$ cat config.mk
export PLATFORM = sky130hd
export DESIGN_NAME = owff_ctrl
export DESIGN_NICKNAME = d
export VERILOG_FILES = /design/src/rtl/core/assert_macros.svh /design/src/rtl/core/owff_pkg.sv /design/src/rtl/core/owff_ctrl.sv
export SDC_FILE = /design/constraint.sdc
export NUM_CORES = 1
export LEC_CHECK = 0
export BUFFER_PORTS_ARGS = -buffer_cell sky130_fd_sc_hd__buf_4
export CORE_AREA = 2 2 39 41
export CTS_BUF_LIST = sky130_fd_sc_hd__clkbuf_4 sky130_fd_sc_hd__clkbuf_8
export DETAILED_ROUTE_END_ITERATION = 7
export DIE_AREA = 0 0 41 43
export GPL_TIMING_DRIVEN = 0
export SYNTH_ARGS = -nofsm -noshare
export SYNTH_HDL_FRONTEND = slang
export SYNTH_SLANG_ARGS = --single-unit
$ cat constraint.sdc
create_clock -name clk_i -period 1.11 [get_ports clk_i]
set_input_delay 0.0555 -clock clk_i [delete_from_list [all_inputs] [get_ports clk_i]]
set_output_delay 0.0555 -clock clk_i [all_outputs]
set_load 0.005 [all_outputs]
$ cat src/rtl/core/assert_macros.svh
// ---------------------------------------------------------------------------
// assertion macros shared by the rtl
// ---------------------------------------------------------------------------
`ifndef ASSERT_MACROS_SVH
`define ASSERT_MACROS_SVH

// same-cycle implication, checked outside reset
`define ASSERT_IMPLY(lbl, clk, rst_n, ante, cons) \
  lbl: assert property (@(posedge clk) disable iff (!rst_n) (ante) |-> (cons)) \
    else $error("assertion failed");

// next-cycle implication, checked outside reset
`define ASSERT_NEXT(lbl, clk, rst_n, ante, cons) \
  lbl: assert property (@(posedge clk) disable iff (!rst_n) (ante) |=> (cons)) \
    else $error("assertion failed");

`endif

$ cat src/rtl/core/owff_pkg.sv
// ---------------------------------------------------------------------------
// owff_pkg
// shared types and constants of the overwrite-oldest frame fifo
// ---------------------------------------------------------------------------
`timescale 1ns / 1ps

package owff_pkg;

  localparam int DEPTH_DEFAULT = 1024;

  // field widths
  localparam int ID_W    = 29;
  localparam int LEN_W   = 4;
  localparam int PAY_W   = 64;
  localparam int TS_W    = 32;
  localparam int CNT_W   = 32;
  localparam int FILL_W  = 10;
  localparam int KIND_W  = 2;

  // frame word: identifier, extended, remote, length, payload, timestamp
  localparam int FRAME_W = ID_W + 1 + 1 + LEN_W + PAY_W + TS_W;

  // stream widths, padded to whole bytes
  localparam int IN_TDATA_W  = ((FRAME_W + 7) / 8) * 8;
  localparam int OUT_STAT_W  = FILL_W + CNT_W + CNT_W + FILL_W + 1;
  localparam int OUT_TDATA_W = ((FRAME_W + OUT_STAT_W + 7) / 8) * 8;

  // bit positions of the status fields in the result tdata
  localparam int FILL_LSB  = FRAME_W;
  localparam int DROP_LSB  = FILL_LSB + FILL_W;
  localparam int FRAMES_LSB = DROP_LSB + CNT_W;
  localparam int PEAK_LSB  = FRAMES_LSB + CNT_W;
  localparam int OVER_BIT  = PEAK_LSB + FILL_W;

  typedef enum logic [KIND_W-1:0] {
    KIND_PUSH  = 2'd0,
    KIND_POP   = 2'd1,
    KIND_CLEAR = 2'd2,
    KIND_STATS = 2'd3
  } kind_e;

  typedef enum logic [0:0] {
    ST_IDLE     = 1'b0,
    ST_POP_WAIT = 1'b1
  } state_e;

  // commands from the controller to the datapath
  typedef struct packed {
    logic  accept;   // request taken this cycle
    kind_e kind;     // kind of the request taken
    logic  load;     // load the result register
    logic  use_ram;  // result carries the frame read from memory
  } cmd_t;

endpackage

$ cat src/rtl/core/owff_ctrl.sv
// ---------------------------------------------------------------------------
// owff_ctrl
// request handshake and sequencing of pops through the memory read
// ---------------------------------------------------------------------------
`timescale 1ns / 1ps

module owff_ctrl import owff_pkg::*; (
  input  logic              clk_i,
  input  logic              rst_ni,
  input  logic              in_valid_i,
  output logic              in_ready_o,
  input  logic [KIND_W-1:0] in_kind_i,
  output logic              out_valid_o,
  input  logic              out_ready_i,
  input  logic              ring_empty_i,
  output cmd_t              cmd_o
);

  state_e state_q, state_d;
  logic   out_valid_q, out_valid_d;
  logic   out_free;

  // result register can take a new result this cycle
  assign out_free = !out_valid_q || out_ready_i;

  // state and result flag registers
  always_ff @(posedge clk_i or negedge rst_ni) begin
    if (!rst_ni) begin
      state_q     <= ST_IDLE;
      out_valid_q <= 1'b0;
    end else begin
      state_q     <= state_d;
      out_valid_q <= out_valid_d;
    end
  end

  // next state and commands
  always_comb begin
    state_d       = state_q;
    in_ready_o    = 1'b0;
    cmd_o.accept  = 1'b0;
    cmd_o.kind    = kind_e'(in_kind_i);
    cmd_o.load    = 1'b0;
    cmd_o.use_ram = 1'b0;
    unique case (state_q)
      ST_IDLE: begin
        in_ready_o   = out_free;
        cmd_o.accept = in_valid_i && out_free;
        if (cmd_o.accept) begin
          if (cmd_o.kind == KIND_POP && !ring_empty_i) begin
            state_d = ST_POP_WAIT;
          end else begin
            cmd_o.load = 1'b1;
          end
        end
      end
      ST_POP_WAIT: begin
        if (out_free) begin
          cmd_o.load    = 1'b1;
          cmd_o.use_ram = 1'b1;
          state_d       = ST_IDLE;
        end
      end
      default: begin
        state_d = ST_IDLE;
      end
    endcase
    out_valid_d = cmd_o.load ? 1'b1 : (out_ready_i ? 1'b0 : out_valid_q);
  end

  assign out_valid_o = out_valid_q;

endmodule

# Word-level counts from Yosys, hierarchy flattened
# Index checks and enable logic that the tools add are counted.
classes:
  addsub: 0
  mul: 0
  div: 0
  magnitude_cmp: 0
  n_eq_ne: 1
  shifts: 0
  muxes: 13
  bitwise: 1
  n_reduce_logical: 6
op_table:
  columns: ["operator", "n"]
  rows:
  - ["two-way mux 1 bit", 10]
  - ["case mux 1 bit (2 select lines)", 2]
  - ["== test 2 x 1 -> 1 bit (second input constant)", 1]
  - ["logical AND 1 bit", 2]
  - ["zero test 1 bit", 2]
  - ["two-way mux 2 bit", 1]
  - ["nonzero test 2 bit", 1]
  - ["logical OR 1 bit", 1]
  - ["NOT 1 bit", 1]
totals:
  register_bits: 2
  latchBits: 0
  mem_bits_rw: 0
  romBits: 0
  inputBits: 7
  out_inout_bits: 7
  word_cells: 23
  mem_count: 0

# Longest topological paths before layout
# Gate-level depths: netlist of run 1.
depth:
  ltp_word: 6
  ltp_mapped: 4
  depth_no_buf: 3

# Worst setup path after synthesis of run 1
# Ideal clock, no wire load.
synth_timing:
  kind: "reg-to-reg"
  from: "reg out_valid_q (netlist: out_valid_o)"
  to: "reg state_q"
  setup_ns: 0.121
  arrival_ns: 0.782
  t_required_ns: 0.989
  setup_slack_ns: 0.207
  stages_incl_launch_ff: 4
  n_path_buf: 0
  period_less_slack_ns: 0.903
  cell_sequence: "dfrtp_1 nor2b_4 nor3b_4 a22o_1"
synth_between:
  elab_chain_cells: 5
  word_cells_on_any_way: 6
  classes_between: "3 x mux; 3 x reduce/logical"
synth_lines:
  columns: ["item", "line", "text"]
  rows:
  - ["start: declaration", "owff_ctrl.sv:20", "logic out_valid_q, out_valid_d;"]
  - ["start signal: assignment", "owff_ctrl.sv:33", "out_valid_q <= out_valid_d;"]
  - ["zero test 1 bit (*)", "owff_ctrl.sv:24", "assign out_free = !out_valid_q || out_ready_i;"]
  - ["logical OR 1 bit (*)", "owff_ctrl.sv:24", null]
  - ["logical AND 1 bit", "owff_ctrl.sv:48", "cmd_o.accept = in_valid_i && out_free;"]
  - ["two-way mux 1 bit", "owff_ctrl.sv:49", "if (cmd_o.accept) begin"]
  - ["case mux 1 bit (2 select lines) (*)", "owff_ctrl.sv:45", "unique case (state_q)"]
  - ["via state_d", "owff_ctrl.sv:19", "state_e state_q, state_d;"]
  - ["end signal: assignment", "owff_ctrl.sv:32", "state_q <= state_d;"]
  - ["end: declaration", "owff_ctrl.sv:19", null]
# The timed path passes the listed nets; every way through them passes the cells marked *.
# A chain may end at the register's enable or synchronous reset.

==> results.md, run 1 <==
* Antenna Cells at 0
* Via count at 156
* Setup crit end kind: output pin
* Clk_skew at 5.16 ps
* Final core occ at 21.2%
* Tightest Pin Transition at 250 ps
* Post-Syn Area per Cell at 9.84 um^2
* Routed length per instance at 8.53 um
* Hold Crit Class: input pin to flip-flop
* Crit path cell chain: nor2b_4 > nor3b_4 > buf_4
* Layout area overhead at 99.2%
* Synthesized Nets at 22
* Max-cap violations at 0
* Period utilisation layout at 99.3%
* Critical path fanouts, max at 5
* Die height at 43 um
* Yosys warns at 0
* Fmax at 0.907 GHz
* Longest Clk Path Bufs at 2
* Finished Layout Cells at 47
* VDD IR max at 222 uV
* Sequential area share after synthesis at 33.9%
* DRC viols at 0
* Clk_lat worst skew at 230 ps
* TritonCTS Sinks at 2
* Crit start category: flip-flop
* H-tree Lvls at 1
* Final Cell Area at 294 um^2
* Core Region at 1380 um^2
* Synth Cell Area at 148 um^2
* Cells after Synth at 15
* Final setup vio count at 0
* Worst path slowest cell: dfrtp_1
* Power Density at 1130 nW/um^2
* Placed Area at 265 um^2
* Vias per inst at 3.32
* Dpl cells at 44
* Rel. slew slack at 83.3%
* Chip Width at 41 um
* Clock buffer count from CTS at 3
* Final hold violation count at 0
* Total grt overflow at 0
* PortBufs at 13
* Final-report max-slew violation count at 0
* P_leak at 0.148 nW
* RSZ-0062 raised after global routing: true
* Fin crit period at 1100 ps
* Rows at 14
* Initial Utilization at 10.7%
* Flops & latches, synth at 2
* Status: complete, no violations
* Post-DP HPWL at 334 um
* Die footprint at 1760 um^2
* Critical path type: flip-flop to output pin
* Tot GR Track Use at 6.01%
* First DRT Iteration DRCs at 1
* Netlist cell types at 11
* Layout cells sized above 1 at 67.7%
* DRT antenna net count at 0
* Vias in the first global route at 176
* CP peak stage delay at 360 ps
* Worst path required time at 1050 ps
* WL final at 401 um
* Initial antenna violation count at 0
* Gpl congestion at 0.654
* CP arrival at 1050 ps
* Clock transition at path regs at 30 ps
* Multi-input logic area at 75.1 um^2
* Final Net Count at 40
* Io pins at 14
* Drt first pass iters at 2
* Most frequent cells in the layout: buf_4 (15), clkbuf_4 (3), nor2_1 (2), dfrtp_1 (2)
* Clk root buf: clkbuf_4
* CTS tree: yes
* Register Area at 50.0 um^2
* Largest net degree at the start of global routing at 6
* Fillers at 162
* Commonest non-fill, non-tap cell in the layout: buf_4
* First-pass GRT wire length at 669 um
==> metrics by stage <==
step	setup slack [ps]	hold WS (ps)	setup TNS, ps	power [mW]
detailed placement	132	-159	0	0.174
CTS	-22.5	104	-22.5	0.342
finish	7.42	107	0	0.333
floorplan	207	-240	0	0.122
global route	-80.0	128	-115	0.365
global placement	140	-161	0	0.172
==> cell families after synthesis <==
family,count (synthesis),synth area share (%)
and+or+nand+nor,7,39.0
buffers and inverters,4,17.8
DFF,2,33.9
AOI/OAI and AO/OA,2,9.32
==> where the power goes <==
group | total, mW | switching [mW] | internal (mW)
Clock | 0.162 | 0.0423 | 0.119
Combinational | 0.0890 | 0.0312 | 0.0578
Sequential | 0.0824 | 0.00396 | 0.0784
Total | 0.333 | 0.0774 | 0.256
==> worst max-delay path, delay by kind of cell, from the launching register on <==
| kind | cells | cell delay (ps) |
|---|---|---|
| buffers and inverters | 1 | 140 |
| and+or+nand+nor | 2 | 330 |
| DFF | 1 | 360 |
==> what timing repair did <==
item                                   CTS  global route
setup endpoints to repair                2             3
setup buffers                            0             0
gates resized for setup                  1             0
endpoints found under the hold margin    2             0
hold buffers                             1             0
pin swaps                                0             1
cloned                                   0             0
==> metal layers <==
metal	global-route usage, %	part of all wire (%)	wire length [um]	vias up
li1	-	-	-	80
met1	7.01	46	184	64
met2	7.19	41	164	12
met3	4.71	13	51	0
met4	4.00	0	0	0
met5	0	0	0	-
==> path summary, 6_finish.rpt <==
kind / cells after the start / startpoint / to / slack (ps)
setup / recovery: 3 / out_valid_o$_DFFE_PN0P_ / cmd_o[4] / 7
hold / removal: 3 / in_valid_i / out_valid_o$_DFFE_PN0P_ / 110
setup reg to reg: 3 / out_valid_o$_DFFE_PN0P_ / state_q$_DFF_PN0_ / 190
hold reg to reg: 2 / state_q$_DFF_PN0_ / out_valid_o$_DFFE_PN0P_ / 620
max in group asynchronous: 2 / rst_ni / out_valid_o$_DFFE_PN0P_ / 870
min in group asynchronous: 2 / rst_ni / state_q$_DFF_PN0_ / 150
==> Yosys cell counts, drive strengths merged <==
| master | instances | area [um^2] |
|---|---|---|
| a22o | 1 | 8.76 |
| nand2 | 1 | 3.75 |
| nor2 | 2 | 7.51 |
| nor2b | 1 | 13.8 |
| a21oi | 1 | 5.00 |
| nor3b | 2 | 26.3 |
| inv | 1 | 3.75 |
| dfrtp | 2 | 50.1 |
| nand2b | 1 | 6.26 |
| buf | 3 | 22.5 |
==> state kept, by name (all words and copies together) (netlist names) <==
name / flops
state_q: 1
out_valid_o: 1
==> final cells by class <==
cell class	instances	area share [%]
timing repair buffer	14	36.6
multi-input combinational	9	25.5
sequential	2	17.0
clock buffer	3	7.66
tap	16	6.81
buffer	2	5.11
inverter	1	1.28
No activity file was read; power rests on OpenSTA's default activity.
==> run 2, diff against run 1 <==
--- a/config.mk
+++ b/config.mk
@@ -6,10 +6,11 @@
 export NUM_CORES = 1
 export LEC_CHECK = 0
 export BUFFER_PORTS_ARGS = -buffer_cell sky130_fd_sc_hd__buf_4
-export CORE_AREA = 2 2 39 41
+export CAP_MARGIN = 20
+export CORE_AREA = 5 5 42 44
 export CTS_BUF_LIST = sky130_fd_sc_hd__clkbuf_4 sky130_fd_sc_hd__clkbuf_8
 export DETAILED_ROUTE_END_ITERATION = 7
-export DIE_AREA = 0 0 41 43
+export DIE_AREA = 0 0 47 49
 export GPL_TIMING_DRIVEN = 0
 export SYNTH_ARGS = -nofsm -noshare
 export SYNTH_HDL_FRONTEND = slang
==> results.md, run 2 (same netlist as run 1, synthesis figures left out) <==
* Status: complete, no violations
* Tightest Pin Transition at 259 ps (+8.67 ps)
* Initial Utilization at 10.5% (-0.13 points)
* Post-route setup TNS at 0 ps (unchanged)
* CP bufs+invs at 1 (unchanged)
* PortBufs at 13 (unchanged)
* Clk root buf: clkbuf_4
* Sw power at 0.0757 mW (-2.3%)
* Vias per inst at 3.43 (+3.2%)
* Most frequent cells in the layout: buf_4 (15), clkbuf_4 (3), nor2_1 (2)
* Clock transition at path regs at 30 ps (about the same)
* WL final at 400 um (-0.25%)
* Io pins at 14 (unchanged)
* Final setup vio count at 0 (unchanged)
* Crit-path leading delay family: flip-flops
* Worst path slowest cell: dfrtp_1
* Final Net Count at 40 (unchanged)
* Power Total at 0.332 mW (-0.45%)
* Clock buffer count from CTS at 3 (unchanged)
* Rows at 14 (unchanged)
* Fin worst setup slack at 7.28 ps (-0.139 ps)
* TritonCTS Sinks at 2 (unchanged)
* Register Area at 51.3 um^2 (+2.5%)
* Clk_skew at 0.400 ps (-4.76 ps)
* Int Power at 0.256 mW (+0.10%)
* Multi-input logic area at 75.1 um^2 (unchanged)
* Crit path cell chain: nor2b_4 > nor3b_4 > buf_4
* Power Density at 1120 nW/um^2 (-0.87%)
* Via count at 161 (+3.2%)
* DR top layer: met3
* P_leak at 0.145 nW (-1.7%)
* Critical path type: flip-flop to output pin
* Final-report max-slew violation count at 0 (unchanged)
* Dpl cells at 44 (unchanged)
* Clock power frac at 48.3% (-0.2 points)
* Crit start category: flip-flop
* Rel. slew slack at 82.7% (-0.58 points)
* Hold Crit Class: input pin to flip-flop
* Largest net degree at the start of global routing at 6 (unchanged)
* Longest Clk Path Bufs at 2 (unchanged)
* Sequential Power Share at 24.9% (+0.2 points)
* Drt first pass iters at 4 (+2)
* Clk_lat worst skew at 220 ps (about the same)
* H-tree Lvls at 1 (unchanged)
* Worst Setup SP: out_valid_o$_DFFE_PN0P_
* Critical path fanouts, max at 5 (unchanged)
* DRT antenna net count at 0 (unchanged)
* Chip Width at 47 um (+15%)
* Final hold violation count at 0 (unchanged)
* Vias in the first global route at 177 (+0.57%)
* Layout area overhead at 100%
* CTS tree: yes
* Reg2reg setup slack at 190 ps (about the same)
* Comb pwr share at 26.8% (about the same)
* Switching share of power at 22.8% (-0.42 points)
* Fmax at 0.907 GHz (about the same)
* Die footprint at 2300 um^2 (+31%)
* First-pass GRT wire length at 634 um (-5.2%)
* Setup crit end kind: output pin
* RSZ-0062 raised after global routing: true
* Fillers at 163 (+0.62%)
* Gpl congestion at 0.626 (-4.3%)
* Fin crit period at 1100 ps (+0.139 ps)
* Antenna Cells at 0 (unchanged)
* Initial antenna violation count at 0 (unchanged)
* Routed length per instance at 8.51 um (-0.25%)
* Wl on met1 at 154 um (-16%)
* Worst path required time at 1050 ps (about the same)
* VDD IR max at 274 uV (+24%)
* Place WS at 121 ps (-11.2 ps)
* DRC viols at 0 (unchanged)
* Finished Layout Cells at 47 (unchanged)
* Period utilisation layout at 99.3% (about the same)
* Tot GR Track Use at 4.23% (-1.8 points)
* First DRT Iteration DRCs at 2 (+1)
* CP arrival at 1050 ps (about the same)
* Hold_sp: in_valid_i
* Layout cells sized above 1 at 71.0% (+3.2 points)
* Die height at 49 um (+14%)
* DR WL met2 at 221 um (+35%)
* Reg-to-Reg Start: out_valid_o$_DFFE_PN0P_
* Total grt overflow at 0 (unchanged)
* CP peak stage delay at 360 ps (about the same)
* Core Region at 1400 um^2 (+1.3%)
* Commonest non-fill, non-tap cell in the layout: buf_4
* Max-cap violations at 0 (unchanged)
* WL met3 at 24 um (-53%)
-- run 2: worst paths after layout --
check,endpoint,cells past startpoint
setup / recovery,cmd_o[4],3
hold / removal,out_valid_o$_DFFE_PN0P_,3
setup reg to reg,state_q$_DFF_PN0_,3
hold reg to reg,out_valid_o$_DFFE_PN0P_,2
max in group asynchronous,state_q$_DFF_PN0_,2
min in group asynchronous,out_valid_o$_DFFE_PN0P_,2
-- run 2: timing repair --
action,CTS,global route
buffers inserted,0,0
setup endpoints to repair,2,2
hold buffers,1,0
hold endpoints to repair,2,0
resized for setup,1,1
-- run 2: per-layer routing --
metal,global-route usage (%),vias to the layer above
met5,0,-
met4,4.15,0
met3,2.21,0
met2,5.88,7
met1,4.18,75
li1,-,79
-- run 2: final cells by class --
| class | count | area share [%] |
|---|---|---|
| Sequential cell | 2 | 17.4 |
| Multi-Input combinational cell | 9 | 25.4 |
| Tap cell | 16 | 6.78 |
| Buffer | 2 | 5.08 |
| Inverter | 1 | 1.27 |
| Clock buffer | 3 | 7.63 |
| Timing Repair Buffer | 14 | 36.4 |
-- run 2: worst reg2reg max path: stages (launching register included) --
cell     delay (ps)
dfrtp_1         330
nor2b_4         220
nor3b_4          60
a22o_1          190
-- run 2: through the flow --
stage	hold WS (ps)	instance area, um^2	util (%)
2_1_floorplan	-240	148	-
4_1_cts	103	294	21.0
3_5_place_dp	-160	265	18.9
6_report	107	295	21.1
5_1_grt	117	295	21.1
3_3_place_gp	-162	265	18.9
-- run 2: power groups by stage --
| stage | clock network, mW | registers [mW] | logic, mW |
|---|---|---|---|
| finish | 0.160 | 0.0826 | 0.0889 |
| global route | 0.170 | 0.0833 | 0.0978 |
| CTS | 0.170 | 0.0824 | 0.0911 |
| detailed placement | 0 | 0.0832 | 0.0907 |
| global placement | 0 | 0.0831 | 0.0895 |
| floorplan | 0 | 0.0832 | 0.0390 |
==> run 3, diff against run 2 <==
--- a/config.mk
+++ b/config.mk
@@ -12,6 +12,7 @@
 export DETAILED_ROUTE_END_ITERATION = 7
 export DIE_AREA = 0 0 47 49
 export GPL_TIMING_DRIVEN = 0
+export PLACE_DENSITY = 0.37
 export SYNTH_ARGS = -nofsm -noshare
 export SYNTH_HDL_FRONTEND = slang
 export SYNTH_SLANG_ARGS = --single-unit
==> results.md, run 3 (same netlist as run 1, synthesis figures left out) <==
* Status: finished, violations left
* Failing checks: setup timing
* Period utilisation layout at 102% (+3.1 points)
* PortBufs at 13 (unchanged)
* Antenna Cells at 0 (unchanged)
* Reg2reg setup slack at 60 ps (-130 ps)
* Die footprint at 2300 um^2 (unchanged)
* Fin crit period at 1140 ps (+34.0 ps)
* Io pins at 14 (unchanged)
* Die height at 49 um (unchanged)
* Layout cells sized above 1 at 73.5% (+2.6 points)
* Reg-to-Reg Start: out_valid_o$_DFFE_PN0P_
* Vias in the first global route at 199 (+12%)
* Drt first pass iters at 2 (-2)
* Clk_skew at 0.818 ps (+0.419 ps)
* CTS tree: yes
* Core Region at 1400 um^2 (unchanged)
* TritonCTS Sinks at 2 (unchanged)
* First DRT Iteration DRCs at 3 (+1)
* FF-to-FF End: state_q$_DFF_PN0_
* Fillers at 161 (-1.2%)
* WL final at 498 um (+25%)
* Clk root buf: clkbuf_4
* Crit start category: flip-flop
* Routed length per instance at 9.96 um (+17%)
* Worst path slowest cell: dfrtp_1
* Final setup vio count at 1 (+1)
* Hold_sp: in_valid_i
* Most frequent cells in the layout: buf_4 (18), clkbuf_4 (3), nor2_1 (2)
* Setup crit end kind: output pin
* Gpl congestion at 0.675 (+7.8%)
* First-pass GRT wire length at 786 um (+24%)
* Clock buffer count from CTS at 3 (unchanged)
* CP peak stage delay at 370 ps (about the same)
* Crit path cell chain: nor2b_4 > nor3b_4 > buf_4
* VDD IR max at 258 uV (-6.0%)
* Critical path fanouts, max at 5 (unchanged)
* Largest net degree at the start of global routing at 6 (unchanged)
* H-tree Lvls at 1 (unchanged)
* Tot GR Track Use at 5.64% (+1.4 points)
* Power Density at 1100 nW/um^2 (-2.0%)
* Hold Crit Class: input pin to flip-flop
* Via count at 170 (+5.6%)
* Post-DP HPWL at 384 um
* Initial Utilization at 10.5% (unchanged)
* Worst Hold Margin at 94.6 ps (-12.1 ps)
* Critical path type: flip-flop to output pin
* Tightest Pin Transition at 233 ps (-25.9 ps)
* Initial antenna violation count at 0 (unchanged)
* Chip Width at 47 um (unchanged)
* WHS Path Cells at 3 (unchanged)
* Fin worst setup slack at -26.7 ps (-34.0 ps)
* P_leak at 0.159 nW (+9.9%)
* Commonest non-fill, non-tap cell in the layout: buf_4
* DRT antenna net count at 0 (unchanged)
* Vias per inst at 3.40 (-0.75%)
* Final hold violation count at 0 (unchanged)
* Clock transition at path regs at 30 ps (about the same)
* Total grt overflow at 0 (unchanged)
* DRC viols at 0 (unchanged)
* Layout area overhead at 115%
* Post-route setup TNS at -26.7 ps (-26.7 ps)
* Rows at 14 (unchanged)
* RSZ-0062 raised after global routing: true
* Worst path required time at 1050 ps (about the same)
* Rel. slew slack at 84.4% (+1.7 points)
* Worst R2R Path Depth at 4 (+1)
* Final-report max-slew violation count at 0 (unchanged)
* Clk_lat worst skew at 220 ps (about the same)
* Longest Clk Path Bufs at 2 (unchanged)
* Max-cap violations at 0 (unchanged)
* Hold Path End: out_valid_o$_DFFE_PN0P_
* Final Net Count at 43 (+7.5%)
* CP arrival at 1080 ps (+30 ps)
* Fmax at 0.880 GHz (-3.0%)
## run 3: metrics by stage
stage / cells / setup slack, ps / area (um^2) / power [mW] / utilization, %
2_1_floorplan: 15 / 207 / 148 / 0.122 / -
3_3_place_gp: 44 / 137 / 265 / 0.174 / 18.9
3_5_place_dp: 44 / 159 / 265 / 0.175 / 18.9
4_1_cts: 48 / -34.6 / 302 / 0.355 / 21.5
5_1_grt: 50 / -76.5 / 318 / 0.380 / 22.7
6_report: 50 / -26.7 / 318 / 0.350 / 22.7
## run 3: worst max-delay path by stage
stage	start	end
6_report	out_valid_o$_DFFE_PN0P_	cmd_o[4]
5_1_grt	out_valid_o$_DFFE_PN0P_	cmd_o[4]
4_1_cts	out_valid_o$_DFFE_PN0P_	cmd_o[4]
3_5_place_dp	in_kind_i[1]	cmd_o[1]
3_3_place_gp	in_kind_i[1]	cmd_o[1]
2_1_floorplan	out_valid_o$_DFFE_PN0P_	state_q$_DFF_PN0_
## run 3: final cells by class
cell class	instances	area (um^2)	area share (%)
Buffer	2	15.0	4.72
Timing Repair Buffer	17	130	40.9
Sequential cell	2	51.3	16.1
Inverter	1	3.75	1.18
Tap cell	16	20.0	6.30
Multi-Input combinational cell	9	75.1	23.6
Clock buffer	3	22.5	7.09
## run 3: where the power goes
part | switching [mW] | total (mW) | internal, mW
Sequential | 0.00409 | 0.0828 | 0.0787
Combinational | 0.0355 | 0.106 | 0.0701
Clock | 0.0421 | 0.161 | 0.119
Total | 0.0817 | 0.350 | 0.268
## run 3: metal layers
metal,up-vias,wire [um],track usage [%]
met2,14,193,5.43
met4,0,10,5.53
met5,-,0,0
met3,2,98,6.27
met1,69,195,5.95
li1,85,-,-
## run 3: what timing repair did
item,in CTS,in global routing
buffers inserted,1,2
hold endpoints to repair,2,0
hold buffers,1,0
gates resized for setup,1,1
endpoints found under the setup margin,2,4
pin swaps,0,2
## run 3: worst max-delay path, delay by kind of cell (launching register included)
kind | cells | cell delay, ps
flip-flops | 1 | 370
AND/OR/NAND/NOR | 2 | 350
buffers and inverters | 1 | 140
